`src/rtl/core/sjf_pkg.sv`:
```
// ----------------------------------------------------------------------------
// SJF scheduler package
// Shared widths, constants and the task table entry type.
// ----------------------------------------------------------------------------
package sjf_pkg;

    localparam int unsigned FIELD_W = 16;
    localparam int unsigned TIME_W  = 22;
    localparam int unsigned SPEED_W = 8;

    // Largest representable time; times saturate here.
    localparam logic [TIME_W-1:0] TIME_MAX = {TIME_W{1'b1}};

    // Register index of the processor speed register.
    localparam logic REG_CPU_SPEED = 1'b0;

    // One entry of the task table memory.
    typedef struct packed {
        logic [FIELD_W-1:0] ident;
        logic [FIELD_W-1:0] rel;
        logic [FIELD_W-1:0] len;
    } t_task_ent;

endpackage

```
`src/rtl/core/sjf_div.sv`:
```
// ----------------------------------------------------------------------------
// SJF length divider
// Restoring divider, one quotient bit per cycle, for length / speed.
// ----------------------------------------------------------------------------
module sjf_div (
    input  logic                        i_clk,
    input  logic                        i_rst_n,
    input  logic                        i_start,
    input  logic [sjf_pkg::FIELD_W-1:0] i_dividend,
    input  logic [sjf_pkg::SPEED_W-1:0] i_divisor,
    output logic                        o_done,
    output logic [sjf_pkg::FIELD_W-1:0] o_quot
);
    import sjf_pkg::*;

    localparam int unsigned BC_W = $clog2(FIELD_W + 1);

    logic                 r_busy;
    logic                 r_done;
    logic [BC_W-1:0]      r_bits;
    logic [FIELD_W-1:0]   r_dq;
    logic [SPEED_W:0]     r_rem;
    logic [SPEED_W-1:0]   r_dvs;
    logic [SPEED_W:0]     n_shift;
    logic                 n_fit;

    // Shift in the next dividend bit and test the divisor against it.
    always_comb begin
        n_shift = {r_rem[SPEED_W-1:0], r_dq[FIELD_W-1]};
        n_fit   = (n_shift >= {1'b0, r_dvs});
    end

    always_ff @(posedge i_clk) begin
        if (!i_rst_n) begin
            r_busy <= 1'b0;
            r_done <= 1'b0;
            r_bits <= '0;
        end else begin
            r_done <= 1'b0;
            if (i_start) begin
                r_busy <= 1'b1;
                r_bits <= BC_W'(FIELD_W);
                r_dq   <= i_dividend;
                r_rem  <= '0;
                r_dvs  <= i_divisor;
            end else if (r_busy) begin
                r_rem  <= n_fit ? (n_shift - {1'b0, r_dvs}) : n_shift;
                r_dq   <= {r_dq[FIELD_W-2:0], n_fit};
                r_bits <= r_bits - 1'b1;
                if (r_bits == BC_W'(1)) begin
                    r_busy <= 1'b0;
                    r_done <= 1'b1;
                end
            end
        end
    end

    assign o_done = r_done;
    assign o_quot = r_dq;

endmodule

```
`src/rtl/core/sjf_nonpreemptive_scheduler.sv`:
```
// ----------------------------------------------------------------------------
// Non-preemptive shortest-job-first scheduler
// Loads a task set into a table memory, then emits the dispatch schedule.
// ----------------------------------------------------------------------------
// Usage:
// Tasks enter one beat at a time on the input channel (i_valid / o_stall).
// A beat without final_task is stored. Tasks beyond
// MAX_TASKS are dropped. A beat with final_task set starts scheduling, and
// o_stall stays high until the last result beat has been taken.
// Each dispatch scans the loaded table through the single read port of the task
// memory, then runs a 16-step bit-serial divide of the length by cpu_speed.
// A result stays on the output registers while i_stall is high; the next
// scan starts once it is taken. The run_last beat closes the set and the
// table is emptied.
// Reset clears the done flags, task count and clock; the table memory holds
// no reset value and only loaded entries are rated. cpu_speed resets to 1
// and a written value of 0 is used as 1.
// ----------------------------------------------------------------------------
module sjf_nonpreemptive_scheduler #(
    parameter int unsigned MAX_TASKS = 32
) (
    input  logic                        i_clk,
    input  logic                        i_rst_n,
    // APB configuration port
    input  logic                        psel,
    input  logic                        penable,
    input  logic                        pwrite,
    input  logic [2:0]                  paddr,
    input  logic [31:0]                 pwdata,
    output logic [31:0]                 prdata,
    output logic                        pready,
    // Task input channel
    input  logic                        i_valid,
    output logic                        o_stall,
    input  logic [sjf_pkg::FIELD_W-1:0] i_task_ident,
    input  logic [sjf_pkg::FIELD_W-1:0] i_release_time,
    input  logic [sjf_pkg::FIELD_W-1:0] i_exec_length,
    input  logic                        i_final_task,
    // Schedule output channel
    output logic                        o_valid,
    input  logic                        i_stall,
    output logic [sjf_pkg::FIELD_W-1:0] o_sched_ident,
    output logic [sjf_pkg::TIME_W-1:0]  o_start_time,
    output logic [sjf_pkg::TIME_W-1:0]  o_end_time,
    output logic                        o_run_last
);
    import sjf_pkg::*;

    localparam int unsigned CW = $clog2(MAX_TASKS + 1);
    localparam int unsigned IW = (MAX_TASKS > 1) ? $clog2(MAX_TASKS) : 1;

    typedef enum logic [1:0] {
        S_IDLE,
        S_SCAN,
        S_DIV,
        S_OUT
    } t_state;

    t_state               r_state;
    logic [SPEED_W-1:0]   r_speed;
    logic [CW-1:0]        r_count;
    logic [CW-1:0]        r_k;
    logic [CW-1:0]        r_scan;
    logic [TIME_W-1:0]    r_clock;
    logic [MAX_TASKS-1:0] r_done;

    // Task table memory with registered read.
    t_task_ent            r_mem [MAX_TASKS];
    t_task_ent            r_rd;
    logic                 r_chk_vld;
    logic [IW-1:0]        r_chk_idx;

    // Best candidates of the current scan.
    logic                 r_have_r;
    logic [FIELD_W-1:0]   r_r_len;
    logic [FIELD_W-1:0]   r_r_rel;
    logic [FIELD_W-1:0]   r_r_ident;
    logic [IW-1:0]        r_r_idx;
    logic                 r_have_w;
    logic [FIELD_W-1:0]   r_w_len;
    logic [FIELD_W-1:0]   r_w_rel;
    logic [FIELD_W-1:0]   r_w_ident;
    logic [IW-1:0]        r_w_idx;

    logic [TIME_W-1:0]    r_start;
    logic [FIELD_W-1:0]   r_pick_ident;

    logic                 in_acc;
    logic                 cfg_wr;
    logic                 is_ready;
    logic                 div_start;
    logic                 div_done;
    logic [FIELD_W-1:0]   div_quot;
    logic [FIELD_W-1:0]   div_len;
    logic [SPEED_W-1:0]   eff_speed;
    logic [TIME_W:0]      end_sum;
    logic [TIME_W-1:0]    end_sat;
    logic                 scan_end;

    assign in_acc   = i_valid && !o_stall;
    assign o_stall  = (r_state != S_IDLE);
    assign cfg_wr   = psel && penable && pwrite && pready;
    assign pready   = 1'b1;
    assign prdata   = (paddr[2] == REG_CPU_SPEED) ? {24'd0, r_speed} : 32'd0;

    // Configuration register.
    always_ff @(posedge i_clk) begin
        if (!i_rst_n) begin
            r_speed <= SPEED_W'(1);
        end else if (cfg_wr && paddr[2] == REG_CPU_SPEED) begin
            r_speed <= pwdata[SPEED_W-1:0];
        end
    end

    // Table writes on load, reads during the scan.
    always_ff @(posedge i_clk) begin
        if (in_acc && r_count < CW'(MAX_TASKS)) begin
            r_mem[r_count[IW-1:0]] <= '{ident: i_task_ident, rel: i_release_time,
                                       len: i_exec_length};
        end
        r_rd <= r_mem[r_scan[IW-1:0]];
    end

    // A not yet done entry has arrived once its release is due.
    assign is_ready  = ({{(TIME_W-FIELD_W){1'b0}}, r_rd.rel} <= r_clock);
    assign scan_end  = (r_state == S_SCAN) && (r_scan == r_count) && !r_chk_vld;
    assign div_start = scan_end;
    assign div_len   = r_have_r ? r_r_len : r_w_len;
    assign eff_speed = (r_speed == '0) ? SPEED_W'(1) : r_speed;

    sjf_div u_div (
        .i_clk      (i_clk),
        .i_rst_n    (i_rst_n),
        .i_start    (div_start),
        .i_dividend (div_len),
        .i_divisor  (eff_speed),
        .o_done     (div_done),
        .o_quot     (div_quot)
    );

    // End time saturates at the largest time.
    assign end_sum = {1'b0, r_start} + (TIME_W+1)'(div_quot);
    assign end_sat = end_sum[TIME_W] ? TIME_MAX : end_sum[TIME_W-1:0];

    // Sequencer: load, scan, divide, present result.
    always_ff @(posedge i_clk) begin
        if (!i_rst_n) begin
            r_state   <= S_IDLE;
            r_count   <= '0;
            r_k       <= '0;
            r_scan    <= '0;
            r_clock   <= '0;
            r_done    <= '0;
            r_chk_vld <= 1'b0;
            r_have_r  <= 1'b0;
            r_have_w  <= 1'b0;
            o_valid   <= 1'b0;
        end else begin
            unique case (r_state)
                S_IDLE: begin
                    if (in_acc) begin
                        if (r_count < CW'(MAX_TASKS)) begin
                            r_count <= r_count + 1'b1;
                        end
                        if (i_final_task) begin
                            r_state  <= S_SCAN;
                            r_k      <= '0;
                            r_scan   <= '0;
                            r_clock  <= '0;
                            r_have_r <= 1'b0;
                            r_have_w <= 1'b0;
                        end
                    end
                end
                S_SCAN: begin
                    // Issue one read per cycle and rate the entry read last cycle.
                    if (r_scan != r_count) begin
                        r_chk_vld <= 1'b1;
                        r_chk_idx <= r_scan[IW-1:0];
                        r_scan    <= r_scan + 1'b1;
                    end else begin
                        r_chk_vld <= 1'b0;
                    end
                    if (r_chk_vld && !r_done[r_chk_idx]) begin
                        if (is_ready) begin
                            if (!r_have_r || r_rd.len < r_r_len ||
                                (r_rd.len == r_r_len && r_rd.rel < r_r_rel)) begin
                                r_have_r  <= 1'b1;
                                r_r_len   <= r_rd.len;
                                r_r_rel   <= r_rd.rel;
                                r_r_ident <= r_rd.ident;
                                r_r_idx   <= r_chk_idx;
                            end
                        end else begin
                            if (!r_have_w || r_rd.rel < r_w_rel ||
                                (r_rd.rel == r_w_rel && r_rd.len < r_w_len)) begin
                                r_have_w  <= 1'b1;
                                r_w_len   <= r_rd.len;
                                r_w_rel   <= r_rd.rel;
                                r_w_ident <= r_rd.ident;
                                r_w_idx   <= r_chk_idx;
                            end
                        end
                    end
                    if (scan_end) begin
                        // With nothing ready, time jumps to the earliest release.
                        if (r_have_r) begin
                            r_start      <= r_clock;
                            r_pick_ident <= r_r_ident;
                            r_done[r_r_idx] <= 1'b1;
                        end else begin
                            r_start      <= TIME_W'(r_w_rel);
                            r_pick_ident <= r_w_ident;
                            r_done[r_w_idx] <= 1'b1;
                        end
                        r_state <= S_DIV;
                    end
                end
                S_DIV: begin
                    if (div_done) begin
                        r_clock       <= end_sat;
                        o_valid       <= 1'b1;
                        o_sched_ident <= r_pick_ident;
                        o_start_time  <= r_start;
                        o_end_time    <= end_sat;
                        o_run_last    <= (r_k == r_count - 1'b1);
                        r_state       <= S_OUT;
                    end
                end
                S_OUT: begin
                    if (!i_stall) begin
                        o_valid <= 1'b0;
                        if (o_run_last) begin
                            r_count <= '0;
                            r_clock <= '0;
                            r_done  <= '0;
                            r_state <= S_IDLE;
                        end else begin
                            r_k      <= r_k + 1'b1;
                            r_scan   <= '0;
                            r_have_r <= 1'b0;
                            r_have_w <= 1'b0;
                            r_state  <= S_SCAN;
                        end
                    end
                end
                default: r_state <= S_IDLE;
            endcase
        end
    end

`ifndef NO_ASSERTIONS
    a_end_after_start: assert property (@(posedge i_clk) disable iff (!i_rst_n)
        o_valid |-> (o_end_time >= o_start_time))
        else $error("end time before start time");

    a_load_only_idle: assert property (@(posedge i_clk) disable iff (!i_rst_n)
        in_acc |-> !o_valid)
        else $error("task accepted while a result is pending");

    a_last_clears: assert property (@(posedge i_clk) disable iff (!i_rst_n)
        (o_valid && !i_stall && o_run_last) |=> (r_count == '0 && r_done == '0))
        else $error("table not emptied after last dispatch");

    a_count_bound: assert property (@(posedge i_clk) disable iff (!i_rst_n)
        r_count <= CW'(MAX_TASKS))
        else $error("task count beyond table size");
`endif

endmodule
```
`config.mk`:
```
export PLATFORM = sky130hd
export DESIGN_NAME = sjf_nonpreemptive_scheduler
export DESIGN_NICKNAME = d
export VERILOG_FILES = /design/src/rtl/core/sjf_pkg.sv /design/src/rtl/core/sjf_div.sv /design/src/rtl/core/sjf_nonpreemptive_scheduler.sv
export SDC_FILE = /design/constraint.sdc
export NUM_CORES = 2
export LEC_CHECK = 0
export ABC_CLOCK_PERIOD_IN_PS = 7400
export BUFFER_PORTS_ARGS = -buffer_cell sky130_fd_sc_hd__buf_4
export CORE_ASPECT_RATIO = 2
export CORE_MARGIN = 10
export CORE_UTILIZATION = 55
export CTS_CLUSTER_DIAMETER = 30
export CTS_CLUSTER_SIZE = 10
export DETAILED_ROUTE_END_ITERATION = 12
export GPL_ROUTABILITY_DRIVEN = 0
export GPL_TIMING_DRIVEN = 0
export MAX_ROUTING_LAYER = met4
export PLACE_DENSITY = 0.72
export SLEW_MARGIN = 20
export SYNTH_ARGS = -nofsm -noshare
export SYNTH_HDL_FRONTEND = slang
export SYNTH_SLANG_ARGS = --single-unit
```
`constraint.sdc`:
```
create_clock -name i_clk -period 7.4 [get_ports i_clk]
set_input_delay 1.11 -clock i_clk [delete_from_list [all_inputs] [get_ports i_clk]]
set_output_delay 1.11 -clock i_clk [all_outputs]
set_load 0.01 [all_outputs]
```
==> metrics.txt <==
# TYPE chip_impl_metric gauge
chip_impl_metric{name="max-vdd-ir-drop",unit="µV"} 231
chip_impl_metric{name="maxSlewHeadroom",unit=""} 0.215
chip_impl_metric{name="postCtsSetupRepairBufs",unit=""} 0
chip_impl_info{name="hp-class",value="reg2reg"} 1
chip_impl_metric{name="synthArstFlopShare",unit=""} 0
chip_impl_metric{name="cts-root-to-sink-buffers",unit=""} 4
chip_impl_metric{name="report.final.hold_viol_count",unit=""} 0
chip_impl_info{name="worst_setup_path_start_kind",value="flop"} 1
chip_impl_metric{name="grt_util_all_layers",unit=""} 0.272
chip_impl_metric{name="worst_slew_pin_slew",unit="ps"} 1180
chip_impl_metric{name="cts.clk_slew.worst_paths",unit="ps"} 50
chip_impl_metric{name="netlist_instances",unit=""} 3656
chip_impl_info{name="crit_path_capture_type",value="flop"} 1
chip_impl_metric{name="swShare",unit=""} 0.260
chip_impl_metric{name="fin_area",unit="mm²"} 0.0878
chip_impl_metric{name="io-pin-count",unit=""} 187
chip_impl_info{name="ctsRootBufferMaster",value="sky130_fd_sc_hd__clkbuf_16"} 1
chip_impl_metric{name="fp-row-count",unit=""} 192
chip_impl_metric{name="route.antenna.remaining_nets",unit=""} 0
chip_impl_metric{name="clk-insertion-delay-late",unit="ps"} 860
chip_impl_metric{name="route.detailed.wl_per_inst",unit="µm"} 33.0
chip_impl_info{name="netlist.top_cell.by_area",value="sky130_fd_sc_hd__edfxtp_1"} 1
chip_impl_metric{name="number_of_antenna_violations_at_the_first_check_in_global_routing",unit=""} 12
chip_impl_metric{name="globalRoute.totalOverflow",unit=""} 0
chip_impl_info{name="cts_tree",value="yes"} 1
chip_impl_metric{name="hold_path_depth",unit=""} 0
chip_impl_metric{name="floorplan.initialDensity",unit=""} 0.552
chip_impl_metric{name="share_of_synthesized_area_spent_on_multiplexers",unit=""} 0.159
chip_impl_info{name="criticalPathCategory",value="reg2reg"} 1
chip_impl_metric{name="yosys.area_share.xor_xnor",unit=""} 0.00582
chip_impl_metric{name="die_y",unit="µm"} 543
chip_impl_metric{name="postCtsResizedCells",unit=""} 0
chip_impl_metric{name="worst_endpoint_required_time",unit="ps"} 7910
chip_impl_metric{name="ys_ff_latch",unit=""} 1919
chip_impl_metric{name="syn_area_per_cell",unit="µm²"} 20.6
chip_impl_metric{name="critical_path_peak_fanout",unit=""} 14
chip_impl_metric{name="avgViaCountPerCell",unit=""} 6.44
chip_impl_metric{name="vias_in_the_first_global_route",unit=""} 40871
chip_impl_metric{name="wl_met2",unit="µm"} 108000
chip_impl_metric{name="post_synth_and_or_nand_nor_area_fraction",unit=""} 0.0265
chip_impl_metric{name="vias",unit=""} 38788
chip_impl_metric{name="crit_arrival",unit="ps"} 4740
chip_impl_metric{name="total_standard_cell_area_after_synthesis",unit="mm²"} 0.0753
chip_impl_metric{name="wl_met3",unit="µm"} 14800
chip_impl_metric{name="cts_htree_levels",unit=""} 4
chip_impl_metric{name="internal_power",unit="W"} 0.0201
chip_impl_info{name="synth_flop_type",value="sky130_fd_sc_hd__edfxtp_1"} 1
chip_impl_metric{name="detail_route.first_pass.iterations",unit=""} 6
chip_impl_info{name="layout_common_cells",value="1778 x sky130_fd_sc_hd__edfxtp_1, 488 x sky130_fd_sc_hd__mux4_2, 231 x sky130_fd_sc_hd__clkbuf_16"} 1
chip_impl_metric{name="setup_total_negative_slack",unit="ps"} 0
chip_impl_metric{name="drt_first_iter_violations",unit=""} 4425
chip_impl_metric{name="cts_made_buffers",unit=""} 229
chip_impl_metric{name="worst_r2r_path_depth",unit=""} 9
chip_impl_metric{name="finalCritPeriodShare",unit=""} 0.571
chip_impl_metric{name="route.detailed.drc",unit=""} 0
chip_impl_metric{name="cts_hold_bufs",unit=""} 0
chip_impl_info{name="crit_path_end",value="r_w_ident[2]"} 1
chip_impl_metric{name="timing.clock.skew",unit="ps"} 66.8
chip_impl_info{name="hold_path_startpoint",value="r_pick_ident[4]"} 1
chip_impl_metric{name="cellLeakagePower",unit="nW"} 28.3
chip_impl_metric{name="share_comb_of_total_power",unit=""} 0.167
chip_impl_info{name="run_status",value="finished clean"} 1
chip_impl_metric{name="core",unit="mm²"} 0.136
chip_impl_metric{name="synth-adder-area-share",unit=""} 0.0196
chip_impl_metric{name="layout_cells_sized_above_1",unit=""} 0.283
chip_impl_metric{name="grt_start_max_net_pins",unit=""} 54
chip_impl_metric{name="yosys_warnings",unit=""} 0
chip_impl_metric{name="final_nets",unit=""} 4359
chip_impl_metric{name="seq_power_share",unit=""} 0.473
chip_impl_metric{name="yosys.area.top_type_share",unit=""} 0.709
chip_impl_metric{name="grt_pass1_wl",unit="µm"} 286000
chip_impl_info{name="reg2reg_from",value="r_chk_idx[2]"} 1
chip_impl_metric{name="final_cell_count_no_fill",unit=""} 6022
chip_impl_metric{name="finalMaxSlewViolations",unit=""} 0
chip_impl_metric{name="r2r_slack",unit="ps"} 3170
chip_impl_metric{name="numClockSinks",unit=""} 1919
chip_impl_metric{name="die_width",unit="µm"} 282
chip_impl_metric{name="area_delta_synth_final",unit="%"} 16.6
chip_impl_metric{name="synth-seq-area-share",unit=""} 0.747
chip_impl_metric{name="synth_compound_gate_area_share",unit=""} 0.0249
chip_impl_metric{name="design.die.area",unit="mm²"} 0.153
chip_impl_metric{name="p_switching",unit="W"} 0.00707
chip_impl_info{name="rsz0062_at_grt",value="false"} 1
chip_impl_info{name="synth_top_family_by_area",value="multiplexers"} 1
chip_impl_metric{name="max_cap_viol",unit=""} 0
chip_impl_metric{name="drt-met1-wl",unit="µm"} 62100
chip_impl_metric{name="max_freq",unit="MHz"} 237
chip_impl_metric{name="placed_cells_incl_taps",unit=""} 5665
chip_impl_metric{name="hpwl_reported_at_the_end_of_detailed_placement",unit="µm"} 133000
chip_impl_metric{name="finalCriticalPeriod",unit="ps"} 4230
chip_impl_info{name="r2r_end",value="r_w_ident[2]"} 1
chip_impl_metric{name="fin_util",unit=""} 0.643
chip_impl_metric{name="final-setup-viol-count",unit=""} 0
chip_impl_metric{name="netlist-cell-type-count",unit=""} 67
chip_impl_metric{name="p_per_area",unit="mW/mm²"} 310
chip_impl_metric{name="dpl-instance-area",unit="mm²"} 0.0813
chip_impl_info{name="final_common_cell",value="sky130_fd_sc_hd__edfxtp_1"} 1
chip_impl_info{name="yosys-top-cells-area",value="sky130_fd_sc_hd__edfxtp_1 71%, sky130_fd_sc_hd__mux4_2 15%, sky130_fd_sc_hd__dfxtp_1 3.7%"} 1
chip_impl_metric{name="number_of_synthesized_flops_with_an_enable_pin",unit=""} 1778
chip_impl_metric{name="power_frac_clock",unit=""} 0.360
chip_impl_info{name="timing.critical_path.from",value="r_chk_idx[2]"} 1
chip_impl_metric{name="numPortBuffers",unit=""} 135
chip_impl_info{name="highest-signal-layer",value="met4"} 1
chip_impl_metric{name="finalWirelength",unit="µm"} 199000
==> cells in the mapped netlist (14+ instances only) <==
cell type                  instances
sky130_fd_sc_hd__mux2_2           67
sky130_fd_sc_hd__dfxtp_1         141
sky130_fd_sc_hd__nand2b_1         18
sky130_fd_sc_hd__mux4_2          488
sky130_fd_sc_hd__xnor2_1          26
sky130_fd_sc_hd__buf_2            35
sky130_fd_sc_hd__o21ai_0          61
sky130_fd_sc_hd__a21boi_0         14
sky130_fd_sc_hd__edfxtp_1       1778
sky130_fd_sc_hd__buf_4            39
sky130_fd_sc_hd__a21oi_1          81
sky130_fd_sc_hd__ha_1            115
sky130_fd_sc_hd__nor2_1          122
sky130_fd_sc_hd__a22o_1           21
sky130_fd_sc_hd__xor2_1           24
sky130_fd_sc_hd__and2_1           15
sky130_fd_sc_hd__nand3b_1         14
sky130_fd_sc_hd__nor2b_1          24
sky130_fd_sc_hd__nand4_1          23
sky130_fd_sc_hd__nand3_1          29
sky130_fd_sc_hd__buf_1            19
sky130_fd_sc_hd__mux2i_1          22
sky130_fd_sc_hd__clkbuf_1         94
sky130_fd_sc_hd__inv_1           103
sky130_fd_sc_hd__a21o_1           21
sky130_fd_sc_hd__nand2_1          96
sky130_fd_sc_hd__o22ai_1          32
==> through the flow <==
stage	hold WS [ps]	worst slack [ps]	total power, W
after global placement	405	-2600	0.0173
after global routing	429	3030	0.0280
final	417	3170	0.0272
after floorplan	400	1020	0.0158
after CTS	413	3150	0.0273
after detailed placement	406	3200	0.0176
==> worst min-delay path by stage <==
stage,to,slack (ps)
6_report,o_sched_ident[4],420
5_1_grt,o_sched_ident[14],430
4_1_cts,o_sched_ident[13],410
3_5_place_dp,o_sched_ident[13],410
3_3_place_gp,o_sched_ident[11],410
2_1_floorplan,o_sched_ident[0],400
==> worst max-delay path: stages, from the launching register on <==
cell	delay (ps)
sky130_fd_sc_hd__edfxtp_1	380
sky130_fd_sc_hd__clkbuf_1	500
sky130_fd_sc_hd__mux4_2	440
sky130_fd_sc_hd__a22oi_1	170
sky130_fd_sc_hd__nand3_1	80
sky130_fd_sc_hd__o21ai_0	620
sky130_fd_sc_hd__nand4_1	440
sky130_fd_sc_hd__a311oi_4	800
sky130_fd_sc_hd__buf_8	250
sky130_fd_sc_hd__buf_6	200
==> final cells by class <==
class | instances | area (µm²)
Antenna cell | 10 | 25.0
Buffer | 190 | 945
Clock buffer | 320 | 6150
Clock inverter | 26 | 210
Fill cell | 8802 | 48700
Inverter | 103 | 387
Multi-Input combinational cell | 1467 | 18100
Sequential cell | 1919 | 56200
Tap cell | 1746 | 2180
Timing Repair Buffer | 241 | 3520
==> power by group through the flow <==
| stage | Combinational [W] | Clock, W | Sequential [W] |
|---|---|---|---|
| finish | 0.00453 | 0.00979 | 0.0129 |
| global route | 0.00482 | 0.0103 | 0.0129 |
| CTS | 0.00455 | 0.00986 | 0.0129 |
| detailed placement | 0.00450 | 0 | 0.0131 |
| global placement | 0.00426 | 0 | 0.0131 |
| floorplan | 0.00289 | 0 | 0.0129 |
==> state kept, by name, summed over array words and instances (netlist names), 16 cells and up <==
register       count
u_div.o_quot      16
o_start_time      22
r_w_len           16
r_r_len           16
r_pick_ident      16
r_clock           22
r_done            32
r_mem           1536
r_r_ident         16
r_w_rel           16
r_r_rel           16
o_sched_ident     16
r_start           22
o_end_time        22
r_w_ident         16
r_rd              48
==> logic make-up after synthesis <==
family,Yosys count
compound gates,295
fa+ha+maj,117
flops,1919
other cells,2
simple gates,403
mux,577
buf+inv,293
xor+xnor,50
==> per-layer routing <==
layer,vias up,global-route usage
met5,-,-
met4,0,0.166
met3,625,0.0426
met2,2241,0.478
met1,20020,0.282
li1,15902,-
(Power assumes the default switching activity.)
